`src/rtl/ccse_pkg.sv`:
```
// shared types, constants and helpers of the contour segment extractor
package ccse_pkg;

	localparam int GRID_CELLS = 256;
	localparam int VAL_W = 32;
	localparam int COORD_W = 40;
	localparam int SPAN_W = 31;
	localparam int IDX_W = 8;
	localparam int REG_IDX_W = 8;

	localparam logic [REG_IDX_W-1:0] REG_CELL_WIDTH = 8'd0;
	localparam logic [REG_IDX_W-1:0] REG_CELL_HEIGHT = 8'd1;

	localparam logic [2:0] VTX_CENTRE = 3'd4;

	typedef struct packed {
		logic [3:0][VAL_W-1:0] corner;
		logic [VAL_W-1:0] cen;
		logic [VAL_W-1:0] lev;
		logic [COORD_W-1:0] x0;
		logic [COORD_W-1:0] x2;
		logic [COORD_W-1:0] xc;
		logic [COORD_W-1:0] y0;
		logic [COORD_W-1:0] y2;
		logic [COORD_W-1:0] yc;
		logic [3:0] tri_mask;
	} ccse_task_t;

	typedef struct packed {
		logic [VAL_W-1:0] x1;
		logic [VAL_W-1:0] y1;
		logic [VAL_W-1:0] x2;
		logic [VAL_W-1:0] y2;
		logic [1:0] tri_idx;
		logic last;
	} ccse_seg_t;

	function automatic logic crosses(logic signed [VAL_W-1:0] p, logic signed [VAL_W-1:0] q,
			logic signed [VAL_W-1:0] lev);
		return ((p <= lev) && (lev < q)) || ((p >= lev) && (lev > q));
	endfunction

endpackage

```
`src/rtl/ccse_fifo.sv`:
```
// short queue of classified cells between front and back
module ccse_fifo #(
	parameter int DEPTH = 2
) (
	input  logic clk,
	input  logic arst_n,
	input  logic in_valid,
	output logic in_ready,
	input  ccse_pkg::ccse_task_t in_data,
	output logic out_valid,
	input  logic out_ready,
	output ccse_pkg::ccse_task_t out_data
);

	localparam int PTR_W = (DEPTH > 1) ? $clog2(DEPTH) : 1;
	localparam int CNT_W = $clog2(DEPTH + 1);

	ccse_pkg::ccse_task_t mem_q [DEPTH];
	logic [PTR_W-1:0] wr_ptr_q;
	logic [PTR_W-1:0] rd_ptr_q;
	logic [CNT_W-1:0] count_q;
	logic wr;
	logic rd;

	assign in_ready = (count_q != CNT_W'(DEPTH));
	assign out_valid = (count_q != '0);
	assign out_data = mem_q[rd_ptr_q];
	assign wr = in_valid & in_ready;
	assign rd = out_valid & out_ready;

	always_ff @(posedge clk or negedge arst_n) begin
		if (!arst_n) begin
			wr_ptr_q <= '0;
			rd_ptr_q <= '0;
			count_q <= '0;
		end else begin
			if (wr) begin
				wr_ptr_q <= (wr_ptr_q == PTR_W'(DEPTH - 1)) ? '0 : wr_ptr_q + 1'b1;
			end
			if (rd) begin
				rd_ptr_q <= (rd_ptr_q == PTR_W'(DEPTH - 1)) ? '0 : rd_ptr_q + 1'b1;
			end
			if (wr && !rd) begin
				count_q <= count_q + 1'b1;
			end else if (rd && !wr) begin
				count_q <= count_q - 1'b1;
			end
		end
	end

	always_ff @(posedge clk) begin
		if (wr) begin
			mem_q[wr_ptr_q] <= in_data;
		end
	end

endmodule

```
`config.mk`:
```
export PLATFORM = sky130hd
export DESIGN_NAME = ccse_fifo
export DESIGN_NICKNAME = d
export VERILOG_FILES = /design/src/rtl/ccse_pkg.sv /design/src/rtl/ccse_fifo.sv
export SDC_FILE = /design/constraint.sdc
export NUM_CORES = 1
export LEC_CHECK = 0
export ABC_AREA = 0
export BUFFER_PORTS_ARGS = -buffer_cell sky130_fd_sc_hd__clkbuf_2
export CORE_AREA = 2 2 342 344
export CTS_BUF_LIST = sky130_fd_sc_hd__clkbuf_4 sky130_fd_sc_hd__clkbuf_8
export CTS_CLUSTER_SIZE = 8
export DETAILED_ROUTE_END_ITERATION = 10
export DIE_AREA = 0 0 344 346
export PLACE_DENSITY_LB_ADDON = 0.3
export SYNTH_ARGS = -nofsm -noshare
export SYNTH_HDL_FRONTEND = slang
export SYNTH_SLANG_ARGS = --single-unit
```
`constraint.sdc`:
```
create_clock -name clk -period 20.1 [get_ports clk]
set_input_delay 4.02 -clock clk [delete_from_list [all_inputs] [get_ports clk]]
set_output_delay 4.02 -clock clk [all_outputs]
set_load 0.01 [all_outputs]
```
# Word-level counts from Yosys, hierarchy flattened
# Memory sizes are Yosys's and may differ from the RTL's.
# Cells that the tools add are included.
[totals] regBits=4 mem_bits_rw=872 inputBits=440 output_inout_bits=438 word_cells=23 n_memories=1
[memory_table] memory="mem_q" depth=2 width=436 read_ports=1 rd_ports_with_merged_regs=0 write_ports=1 line_no="ccse_fifo.sv:18" source="ccse_pkg::ccse_task_t mem_q [DEPTH];"
[op_classes] add_sub_neg=4 n_eq_ne=1 mux=6 bitwise_logic=2 reduce_logical=6
[op_table] operator="1-bit 2-to-1 mux" count=4
[op_table] operator="2-bit 2-to-1 mux" count=2
[op_table] operator="2-bit nonzero test" count=2
[op_table] operator="1-bit adder, second input constant" count=2
[op_table] operator="2-bit by 1-bit adder with 2-bit output, second input constant" count=1
[op_table] operator="1-bit bitwise AND" count=2
[op_table] operator="1-bit logical AND" count=2
[op_table] operator="1-bit logical NOT" count=2
[op_table] operator="2-bit != test, second input constant" count=1
[op_table] operator="2-bit by 1-bit subtractor with 2-bit output, second input constant" count=1

# Logic depth before layout (Yosys ltp)
[logic_depth] word_depth=6 mapped_depth=7 mapped_depth_nobuf=7

# Worst setup path before layout
# Ideal clock, no wire load.
[synth_timing] kind="input-to-reg" startpoint="in in_valid" endpoint="mem mem_q[0][0] (netlist bit) (enable)" setup_time_ps=1244 arrival_time_ps=22147 required_time_ps=18856 slack_ps=-3291 stages=2 n_path_buf=0 cell_sequence="nand2_1 > nor2_1"
[synth_via] elab_chain_len=3
[synth_lines] item="start: declaration" line_no="ccse_fifo.sv:7" source="input logic in_valid,"
[synth_lines] item="1-bit bitwise AND" line_no="ccse_fifo.sv:28" source="assign wr = in_valid & in_ready;"
[synth_lines] item="1-bit 2-to-1 mux" line_no="ccse_fifo.sv:52" source="if (wr) begin"
[synth_lines] item="1-bit 2-to-1 mux (not written as such)" line_no="ccse_fifo.sv:53" source="mem_q[wr_ptr_q] <= in_data;"
[synth_lines] item="end: declaration" line_no="ccse_fifo.sv:18"
# No other way between the ends.

==> results.toml <==
[status]
outcome = "finished, final reports clean"

[pwr]
cellPowerDensity_nw_per_um2 = 147
switchingPower_w = 0.00190
switching_share_pct = 30.5
p_int_w = 0.00432
p_comb_share_pct = 33.1
clkPwrFrac_pct = 24.6
ir_worst_vdd_mv = 0.119
seqPwrFrac_pct = 42.4
power.leakage_nw = 17.0
finalPower_w = 0.00622

[critical_path]
worstPathRequired_ps = 16080
worstPathArrival_ps = 5850
worstSetupPathType = "flip-flop to output pin"
crit_path_end_kind = "output pin"
path_max_fanout = 56
cp-start-kind = "flip-flop"

[layout]
multi_input_area_um2 = 6620
final_common_cell = "clkbuf_2"
finish.utilization_pct = 36.6
layout_common_cells = "877 x clkbuf_2, 872 x edfxtp_1, 429 x mux2_4"
fillers = 10884
drive_above_1_share_pct = 62.9
regArea_um2 = 26300
area_growth_pct = 24.9
nets = 2814

[drt]
initialDrtViolationCount = 887
ant_nets = 0
viasPerCell = 4.17
wl_mm = 80.9
drc_errors = 0
first_pass_iters = 4
vias = 16761
wl_per_cell_um = 20.1

[sta]
relSlewSlack_pct = 16.5
fin_crit_ps = 9870
rsz0062_at_grt = "false"
worstMarginPinSlew_ps = 1250
setup_tns_ps = 0
hold_viol = 0
fmax_mhz = 101
setup_viol = 0
skew_ps = 44.6
post-route-period-util_pct = 49.1
slew_violations = 0

[cts]
cts_buffer_depth = 3
clk_latency_ps = 800
postCtsSetupBuffers = 0
cts_hold_buf = 0
clock-sinks = 876
htreeDepth = 4
cts_resized = 0
cts_made_buffers = 150
cts_tree = "built"
root_buffer = "clkbuf_8"
clk_pin_slew_worst_paths_ps = 60

[synthesis]
synth-seq-cells = 876
ys_types = 15
syn_inst = 1375
yosysWarnings = 0
synth_top_cell_by_area = "edfxtp_1"
synth.area.top_cells = "edfxtp_1 77%, mux2_4 19%, buf_12 2.6%"
yosysSeqAreaShare_pct = 77.7
synth_top_area_share_pct = 77.4
syn_area_um2 = 33800
syn_nets = 1816
syn_area_per_cell_um2 = 24.6

[floorplanning]
coreArea_um2 = 115000
die_w_um = 344
start_util_pct = 29.3
boundaryPins = 878
die_y_um = 346
die_area_um2 = 119000
num_rows = 125

[placement]
dp_hpwl_mm = 57.1
io_buffers = 877
place_congestion = 0.833

[grt]
antenna_found_initial = 21
grt_pass1_wl_mm = 115
grt-ovfl-total = 0
grt_max_degree = 162
grt_pass1_vias = 18125
grt_usage_pct = 13.1

[hold_path]
hold_path_class = "flip-flop to flip-flop"

[flow_run]
maxCapViolCount = 0
## layer usage
layer	vias up	routed length (µm)	GRT usage, %
li1	7549	-	-
met1	8348	27700	13.0
met2	674	42100	22.9
met3	174	8570	6.36
met4	16	2420	5.72
met5	-	108	0
## worst max-delay path: stages, from the launching register on
cell	delay, ps
dfrtp_4	1090
buf_4	910
buf_4	760
buf_4	720
buf_4	830
mux2_4	370
clkbuf_2	130
## logic make-up (layout without fill, tap and decap cells)
family                   after synthesis  count (layout)  synth area share [%]
multiplexers                         436             436                  19.3
other                                  0              13                     0
AND/OR/NAND/NOR                        7               7                0.0999
flip-flops                           876             876                  77.7
adder cells (fa/ha/maj)                1               1                0.0370
buffers and inverters                 50            1159                  2.78
XOR/XNOR                               5               5                 0.129
## through the flow
step / instance area (µm²) / hold slack, ps / cells / worst slack [ps]
2_1_floorplan: 33800 / 456 / 1375 / 4110
3_3_place_gp: 39400 / 472 / 3745 / 11130
3_5_place_dp: 39400 / 497 / 3745 / 11000
4_1_cts: 42200 / 506 / 4008 / 10060
5_1_grt: 42200 / 511 / 4018 / 9830
6_report: 42200 / 508 / 4021 / 10230
## synth_stat cells (all sizes together)
| cell | number |
|---|---|
| and3 | 1 |
| buf | 49 |
| dfrtp | 4 |
| edfxtp | 872 |
| ha | 1 |
| inv | 1 |
| mux2 | 436 |
| nand2 | 2 |
| nand2b | 1 |
| nor2 | 2 |
| or2 | 1 |
| xnor2 | 3 |
| xor2 | 2 |
## final cells by class
| class | count | share of cell area (%) |
|---|---|---|
| clock inverters | 57 | 0.776 |
| inverters | 1 | 0.00888 |
| diodes | 13 | 0.0770 |
| well taps | 1524 | 4.51 |
| flip-flops and latches | 876 | 62.2 |
| multi-input cells | 449 | 15.7 |
| clock buffers | 206 | 5.96 |
| repair buffers | 895 | 10.8 |
## power groups by stage
stage	Sequential (W)	Combinational, W	Clock (W)
after floorplan	0.00281	0.00153	0
after global placement	0.00266	0.00208	0
after detailed placement	0.00267	0.00209	0
after CTS	0.00264	0.00210	0.00160
after global routing	0.00267	0.00219	0.00167
final	0.00263	0.00206	0.00153
## final timing paths
| check | startpoint | end | slack, ps | depth (start not counted) |
|---|---|---|---|---|
| worst min register to register | count_q[1] | count_q[1] | 510 | 1 |
| worst max-delay path | rd_ptr_q | out_data[259] | 10230 | 6 |
| worst max register to register | count_q[0] | mem_q[0][235] | 15270 | 6 |
| min in group asynchronous | arst_n | wr_ptr_q | 3020 | 1 |
| max in group asynchronous | arst_n | rd_ptr_q | 16920 | 1 |
| worst min-delay path | count_q[1] | count_q[1] | 510 | 1 |
## sequential cells by signal, indices dropped and copies added, names as in the netlist
register  cells
count_q       2
mem_q       872
rd_ptr_q      1
wr_ptr_q      1
Power figures use the tool's default switching activity.
