$ cat src/rtl/ccse_pkg.sv
// shared types, constants and helpers of the contour segment extractor
package ccse_pkg;

	localparam int GRID_CELLS = 256;
	localparam int VAL_W = 32;
	localparam int COORD_W = 40;
	localparam int SPAN_W = 31;
	localparam int IDX_W = 8;
	localparam int REG_IDX_W = 8;

	localparam logic [REG_IDX_W-1:0] REG_CELL_WIDTH = 8'd0;
	localparam logic [REG_IDX_W-1:0] REG_CELL_HEIGHT = 8'd1;

	localparam logic [2:0] VTX_CENTRE = 3'd4;

	typedef struct packed {
		logic [3:0][VAL_W-1:0] corner;
		logic [VAL_W-1:0] cen;
		logic [VAL_W-1:0] lev;
		logic [COORD_W-1:0] x0;
		logic [COORD_W-1:0] x2;
		logic [COORD_W-1:0] xc;
		logic [COORD_W-1:0] y0;
		logic [COORD_W-1:0] y2;
		logic [COORD_W-1:0] yc;
		logic [3:0] tri_mask;
	} ccse_task_t;

	typedef struct packed {
		logic [VAL_W-1:0] x1;
		logic [VAL_W-1:0] y1;
		logic [VAL_W-1:0] x2;
		logic [VAL_W-1:0] y2;
		logic [1:0] tri_idx;
		logic last;
	} ccse_seg_t;

	function automatic logic crosses(logic signed [VAL_W-1:0] p, logic signed [VAL_W-1:0] q,
			logic signed [VAL_W-1:0] lev);
		return ((p <= lev) && (lev < q)) || ((p >= lev) && (lev > q));
	endfunction

endpackage

$ cat src/rtl/ccse_front.sv
// front part: registers a cell, derives centre, coordinates and triangle mask
module ccse_front (
	input  logic clk,
	input  logic arst_n,
	input  logic push,
	output logic full,
	input  logic [31:0] corner_a,
	input  logic [31:0] corner_b,
	input  logic [31:0] corner_c,
	input  logic [31:0] corner_d,
	input  logic [7:0] cell_col,
	input  logic [7:0] cell_row,
	input  logic [31:0] contour_level,
	input  logic [30:0] cell_width,
	input  logic [30:0] cell_height,
	output logic task_valid,
	input  logic task_ready,
	output ccse_pkg::ccse_task_t task_data
);

	logic valid_s1;
	logic [3:0][31:0] corner_s1;
	logic [7:0] col_s1;
	logic [7:0] row_s1;
	logic [31:0] lev_s1;

	logic [7:0] col;
	logic [7:0] row;
	logic [38:0] xm;
	logic [38:0] ym;
	logic [40:0] xsum;
	logic [40:0] ysum;
	logic signed [33:0] sum;
	logic [3:0] side;
	logic [3:0] spoke;
	logic take;
	logic accept;

	always_comb begin
		col = 8'(col_s1 % ccse_pkg::GRID_CELLS);
		row = 8'(row_s1 % ccse_pkg::GRID_CELLS);
		xm = 39'(col) * 39'(cell_width);
		ym = 39'(row) * 39'(cell_height);
		task_data.x0 = {1'b0, xm};
		task_data.y0 = {1'b0, ym};
		task_data.x2 = {1'b0, xm} + 40'(cell_width);
		task_data.y2 = {1'b0, ym} + 40'(cell_height);
		xsum = 41'(task_data.x0) + 41'(task_data.x2);
		ysum = 41'(task_data.y0) + 41'(task_data.y2);
		task_data.xc = xsum[40:1];
		task_data.yc = ysum[40:1];
		sum = 34'($signed(corner_s1[0])) + 34'($signed(corner_s1[1]))
			+ 34'($signed(corner_s1[2])) + 34'($signed(corner_s1[3]));
		task_data.cen = sum[33:2];
		task_data.corner = corner_s1;
		task_data.lev = lev_s1;
		for (int k = 0; k < 4; k++) begin
			side[k] = ccse_pkg::crosses(corner_s1[k], corner_s1[(k + 1) % 4], lev_s1);
			spoke[k] = ccse_pkg::crosses(corner_s1[k], task_data.cen, lev_s1);
		end
		for (int m = 0; m < 4; m++) begin
			task_data.tri_mask[m] = (side[m] & spoke[m]) | (side[m] & spoke[(m + 1) % 4])
				| (spoke[m] & spoke[(m + 1) % 4]);
		end
		task_valid = valid_s1 & (|task_data.tri_mask);
		take = valid_s1 & (~(|task_data.tri_mask) | task_ready);
		full = valid_s1 & ~take;
		accept = push & ~full;
	end

	always_ff @(posedge clk or negedge arst_n) begin
		if (!arst_n) begin
			valid_s1 <= 1'b0;
		end else if (accept) begin
			valid_s1 <= 1'b1;
		end else if (take) begin
			valid_s1 <= 1'b0;
		end
	end

	always_ff @(posedge clk) begin
		if (accept) begin
			corner_s1 <= {corner_d, corner_c, corner_b, corner_a};
			col_s1 <= cell_col;
			row_s1 <= cell_row;
			lev_s1 <= contour_level;
		end
	end

endmodule

$ cat config.mk
export PLATFORM = sky130hd
export DESIGN_NAME = ccse_front
export DESIGN_NICKNAME = d
export VERILOG_FILES = /design/src/rtl/ccse_pkg.sv /design/src/rtl/ccse_front.sv
export SDC_FILE = /design/constraint.sdc
export NUM_CORES = 2
export LEC_CHECK = 0
export ABC_AREA = 1
export BUFFER_PORTS_ARGS = -buffer_cell sky130_fd_sc_hd__buf_2
export CAP_MARGIN = 20
export CORE_AREA = 3 3 260 262
export CTS_CLUSTER_SIZE = 10
export DETAILED_ROUTE_END_ITERATION = 16
export DIE_AREA = 0 0 263 265
export HOLD_SLACK_MARGIN = 0.03
export PLACE_DENSITY_LB_ADDON = 0.25
export SYNTH_ARGS = -nofsm -noshare
export SYNTH_HDL_FRONTEND = slang
export SYNTH_SLANG_ARGS = --single-unit
$ cat constraint.sdc
create_clock -name clk -period 18.3 [get_ports clk]
set_input_delay 0 -clock clk [delete_from_list [all_inputs] [get_ports clk]]
set_output_delay 0 -clock clk [all_outputs]
set_load 0.02 [all_outputs]
* Word-level counts from Yosys, hierarchy flattened
Cells that the tools add are included.
Word-level totals: register bits 177, output and inout port bits 438, input port bits 242
Operators by class: add/subtract/negate cells 7, muxes and demuxes 2, magnitude comparators 18, bitwise logic cells 28, multipliers 2, reduce and logical (&&, ||, !) cells 26
Operator list (number):
- $gt A32 B32 Y1 | 5
- $lt A32 B32 Y1 | 5
- $ge A32 B32 Y1 | 4
- $le A32 B32 Y1 | 4
- $add A39 B40 Y41 | 2
- $add A39 B31 Y40 | 2
- $mul A8 B31 Y39 | 2
- $add A33 B32 Y34 | 1
- $add A34 B32 Y34 | 1
- $add A32 B32 Y33 | 1
- $and A1 B1 Y1 | 16
- $logic_and A1 B1 Y1 | 16
- $or A1 B1 Y1 | 9
- $logic_or A1 B1 Y1 | 8
- $reduce_or A4 Y1 | 1
- $not A1 Y1 | 3
- $mux W1 | 2
- $reduce_bool A2 Y1 | 1

* Depth between registers and ports, before layout
word-level depth 18, mapped depth 45, mapped depth without buffers 44

* Least setup slack after synthesis
OpenSTA, ideal clock, no wires.
path type reg2reg, start register corner_s1, in the netlist task_data[309], end register col_s1[0], enable pin, stages on the path, launching flop included 37, path slack 8.814 ns, library setup time 0.528 ns, arrival 8.958 ns, period minus slack after synthesis 9.486 ns, cell sequence edfxtp_1 > fa_1 > fa_1 > nand2_1 > nor2_2 > fa_1 > nand3_1 > nand2_1 > nand2_1 > nand2_1 > a21boi_1 > o21ai_0 > a21boi_1 > o21bai_1 > a21oi_1 > o21bai_1 > xor2_1 > inv_1 > ha_1 > nand2_1 > nor2_1 > nand2_1 > nor4_1 > nand2_1 > nand2_1 > nand2_1 > nand2_1 > nor2_1 > nand2_1 > nand2_1 > nand2_1 > nand2_1 > nor2_1 > nand2_1 > nand3_1 > nand2_1 > inv_1
RTL lines:
- start, declared | RTL line ccse_front.sv:22 | logic [3:0][31:0] corner_s1;
- start signal, assigned | RTL line ccse_front.sv:83 | corner_s1 <= {corner_d, corner_c, corner_b, corner_a};
- end signal, assigned | RTL line ccse_front.sv:84 | col_s1 <= cell_col;
- end, declared | RTL line ccse_front.sv:23 | logic [7:0] col_s1;

==> metrics.md <==
| Metric | Value |
|---|---|
| CTS clk-pin slew, worst paths | `between 0.1 and 0.15 ns` |
| CTS tree | `yes` |
| Die W | `~260 microns` |
| Flops & latches, synth | `between 150 and 200` |
| Total CTS buffers | `17` |
| RSZ-0062 raised after global routing | `no` |
| Vias post-DR | `approximately 37000` |
| Initial core utilization | `0.567` |
| DP Area | `a little over 40000 sq um` |
| Pins Over Slew Limit | `0` |
| Final core occ | `0.668` |
| Min-delay src | `contour_level[12]` |
| Netlist area before placement | `37200 sq um` |
| Slew margin rel. | `0.291` |
| # clock sinks | `between 150 and 200` |
| Fin Setup TNS | `0 ns` |
| Wire per inst | `about 21 microns` |
| IO Count | `680` |
| Final ANT Viol Nets | `0` |
| Nets | `about 7000` |
| Avg Inst Size Synth | `roughly 7.4 sq um` |
| Layout Skew | `0.0346 ns` |
| DRC | `0` |
| Cell count after synthesis | `between 5000 and 6000` |
| Buffers added on ports | `677` |
| Status | `completed` |
| Worst EP arrival | `approximately 9.2 ns` |
| Design Area, Final | `43900 sq um` |
| EDFF count, synth | `~180` |
| Hold WS | `0.190 ns` |
| Post_cts resized | `0` |
| Max-cap viol count | `0` |
| Share of layout cells above drive strength 1 | `0.138` |
| Area leader, netlist | `fa_1` |
| Count leader, synth | `nand2_1` |
| Crit. End Element | `primary output` |
| Most used cell, CP | `nand2_1` |
| FF-to-FF path depth | `38` |
| Clock tree buffer depth | `2` |
| Final min period | `slightly above 9 ns` |
| Fillcell total | `approximately 5700` |
| Post-synth top area share | `0.224` |
| Hold Vio Cnt, Final | `0` |
| Core Area | `65600 sq um` |
| Vias in the first global route | `37411` |
| Family with the most delay on the worst path | `adder cells` |
| Largest net degree at the start of global routing | `100` |
| Die height | `265 microns` |
| Seq/Total Area, Yosys | `0.143` |
| Gpl congestion | `1.06` |
| Post-synth top flop | `edfxtp_1` |
| Hold EP | `lev_s1[12]$_DFFE_PP_` |
| DRT Pass-1 Iters | `7` |
| Largest cells by area after synthesis | `fa_1, ha_1, edfxtp_1` |
| GRT Total Usage | `0.403` |
| Worst R2R End | `task_data[430]$_DFFE_PP_` |
| Unique cell type count in the Yosys netlist | `60` |
| Drt first-iter violations | `3531` |
| First-pass GRT wire length | `216 mm` |
| Post-synth ARST share | `0.00565` |
| Hold Path Stages | `2` |
| Critical path fanouts, max | `22` |
| HP Class | `input port to flop` |
| Drt via density | `5.58` |
| Final WL | `roughly 140 mm` |
| Crit Path Category | `flop to primary output` |
| Grt ovf | `0` |
| Root cell of the clock tree | `clkbuf_16` |
| Final Cycle Share | `0.501` |
| Worst r2r src | `task_data[344]$_DFFE_PP_` |
| Yosys warnings | `0` |
| Worst Path Required | `18.30 ns` |
| Clk_lat worst skew | `0.53 ns` |
| Initial antenna violation count | `6` |
| Slowest CP cell | `edfxtp_1` |
| CP Launch Type | `flop` |
| Total Die Area | `69700 sq um` |
| Area grow syn2layout | `17.8%` |
| Number of core rows | `94` |
| Worst-Margin Slew | `between 1 and 1.5 ns` |
| CTS H-tree depth | `4` |
| Final setup viols | `0` |
| Fmax achieved | `0.109 GHz` |
| Most frequent cells after synthesis | `nand2_1, inv_1, ha_1` |
| Worst R2R Setup Slack | `9.81 ns` |
| Dpl hpwl | `between 100 and 150 mm` |
| Slowest cell delay on critical path | `0.61 ns` |
| Worst path bufs/invs | `6` |
-- per-layer routing --
metal | GRT usage | wire length [microns]
met3 | 0.0962 | 15000
met4 | 0.272 | 11500
met2 | 0.641 | 63600
met5 | 0 | 60
met1 | 0.490 | 52300
-- repair_timing --
| item | 4_1_cts | 5_1_grt |
|---|---|---|
| buffers inserted | 0 | 0 |
| hold endpoints to repair | 178 | 0 |
| hold buffers | 180 | 0 |
-- cell families (layout without fill, tap and decap cells) --
kind of cell             after synthesis  after routing  share of synthesized area
flip-flops                           177            177                      0.143
adder cells (fa/ha/maj)              864            864                      0.374
AND/OR/NAND/NOR                     1878           1878                      0.205
AO/OA/AOI/OAI                        639            639                     0.0957
buffers and inverters               1238           2030                      0.127
other                                  2              5                   0.000202
XOR/XNOR                             229            229                     0.0548
-- worst register-to-register path: cells and delay by family, from the launching register on --
family,cells,cell delay (ns)
buffers and inverters,2,1.63
adder cells (fa/ha/maj),4,1.78
AO/OA/AOI/OAI,4,0.98
flip-flops,1,0.51
AND/OR/NAND/NOR,28,3.15
-- layout make-up --
class	count	area (sq um)	share of cell area
clock buffers	17	425	0.00970
clock inverters	15	201	0.00459
inverters	1124	4220	0.0963
repair buffers	874	5400	0.123
multi-input cells	3614	27200	0.620
diodes	1	2.50	0.0000571
flip-flops and latches	177	5310	0.121
well taps	864	1080	0.0247
-- flip-flops by register name, indices dropped and copies added, names as in the netlist --
register   cells
valid_s1       1
lev_s1        32
task_data    128
col_s1         8
row_s1         8
-- worst max path at each step --
stage / startpoint / endpoint / slack, ns / depth (start not counted)
5_1_grt: col_s1[2]$_DFFE_PP_ / task_data[161] / 8.47 / 40
2_1_floorplan: task_data[309]$_DFFE_PP_ / col_s1[0]$_DFFE_PP_ / 8.81 / 36
4_1_cts: col_s1[3]$_DFFE_PP_ / task_data[161] / 8.83 / 39
6_report: row_s1[5]$_DFFE_PP_ / task_data[42] / 9.13 / 40
3_3_place_gp: col_s1[3]$_DFFE_PP_ / task_data[161] / 9.51 / 39
3_5_place_dp: col_s1[3]$_DFFE_PP_ / task_data[161] / 9.46 / 39
-- metrics by stage --
step	std cells	setup slack, ns
2_1_floorplan	5029	8.81
3_3_place_gp	6469	9.51
3_5_place_dp	6469	9.46
4_1_cts	6681	8.83
5_1_grt	6686	8.47
6_report	6686	9.13
-- layout by cell type, fill, tap and decap left out, types with 5 or more instances in the layout --
| master | netlist | final |
|---|---|---|
| edfxtp_1 | 176 | 176 |
| buf_2 | 2 | 677 |
| nor2_2 | 14 | 14 |
| a31oi_1 | 27 | 27 |
| nand3_2 | 9 | 9 |
| nand3b_1 | 6 | 6 |
| fa_1 | 417 | 417 |
| a21oi_2 | 7 | 7 |
| o21ai_1 | 21 | 21 |
| nand4_1 | 47 | 47 |
| nor2_1 | 278 | 278 |
| a21o_1 | 23 | 23 |
| a21oi_1 | 335 | 335 |
| a21boi_0 | 9 | 9 |
| dlygate4sd3_1 | 0 | 180 |
| clkbuf_16 | 0 | 17 |
| o21bai_1 | 22 | 22 |
| inv_1 | 1119 | 1118 |
| o21ai_0 | 137 | 137 |
| nand2_1 | 1312 | 1312 |
| nand2_2 | 24 | 24 |
| xnor2_1 | 80 | 80 |
| inv_8 | 0 | 6 |
| o21a_1 | 14 | 14 |
| and3_1 | 5 | 5 |
| ha_1 | 447 | 447 |
| nor4_1 | 11 | 11 |
| o211ai_1 | 15 | 15 |
| inv_2 | 5 | 5 |
| buf_4 | 3 | 13 |
| a21boi_1 | 7 | 7 |
| nor3_1 | 28 | 28 |
| xor2_1 | 146 | 146 |
| nand3_1 | 131 | 131 |
Power is not shown: default switching activity piles up to over one toggle a cycle in this logic, so the estimate is an artifact.
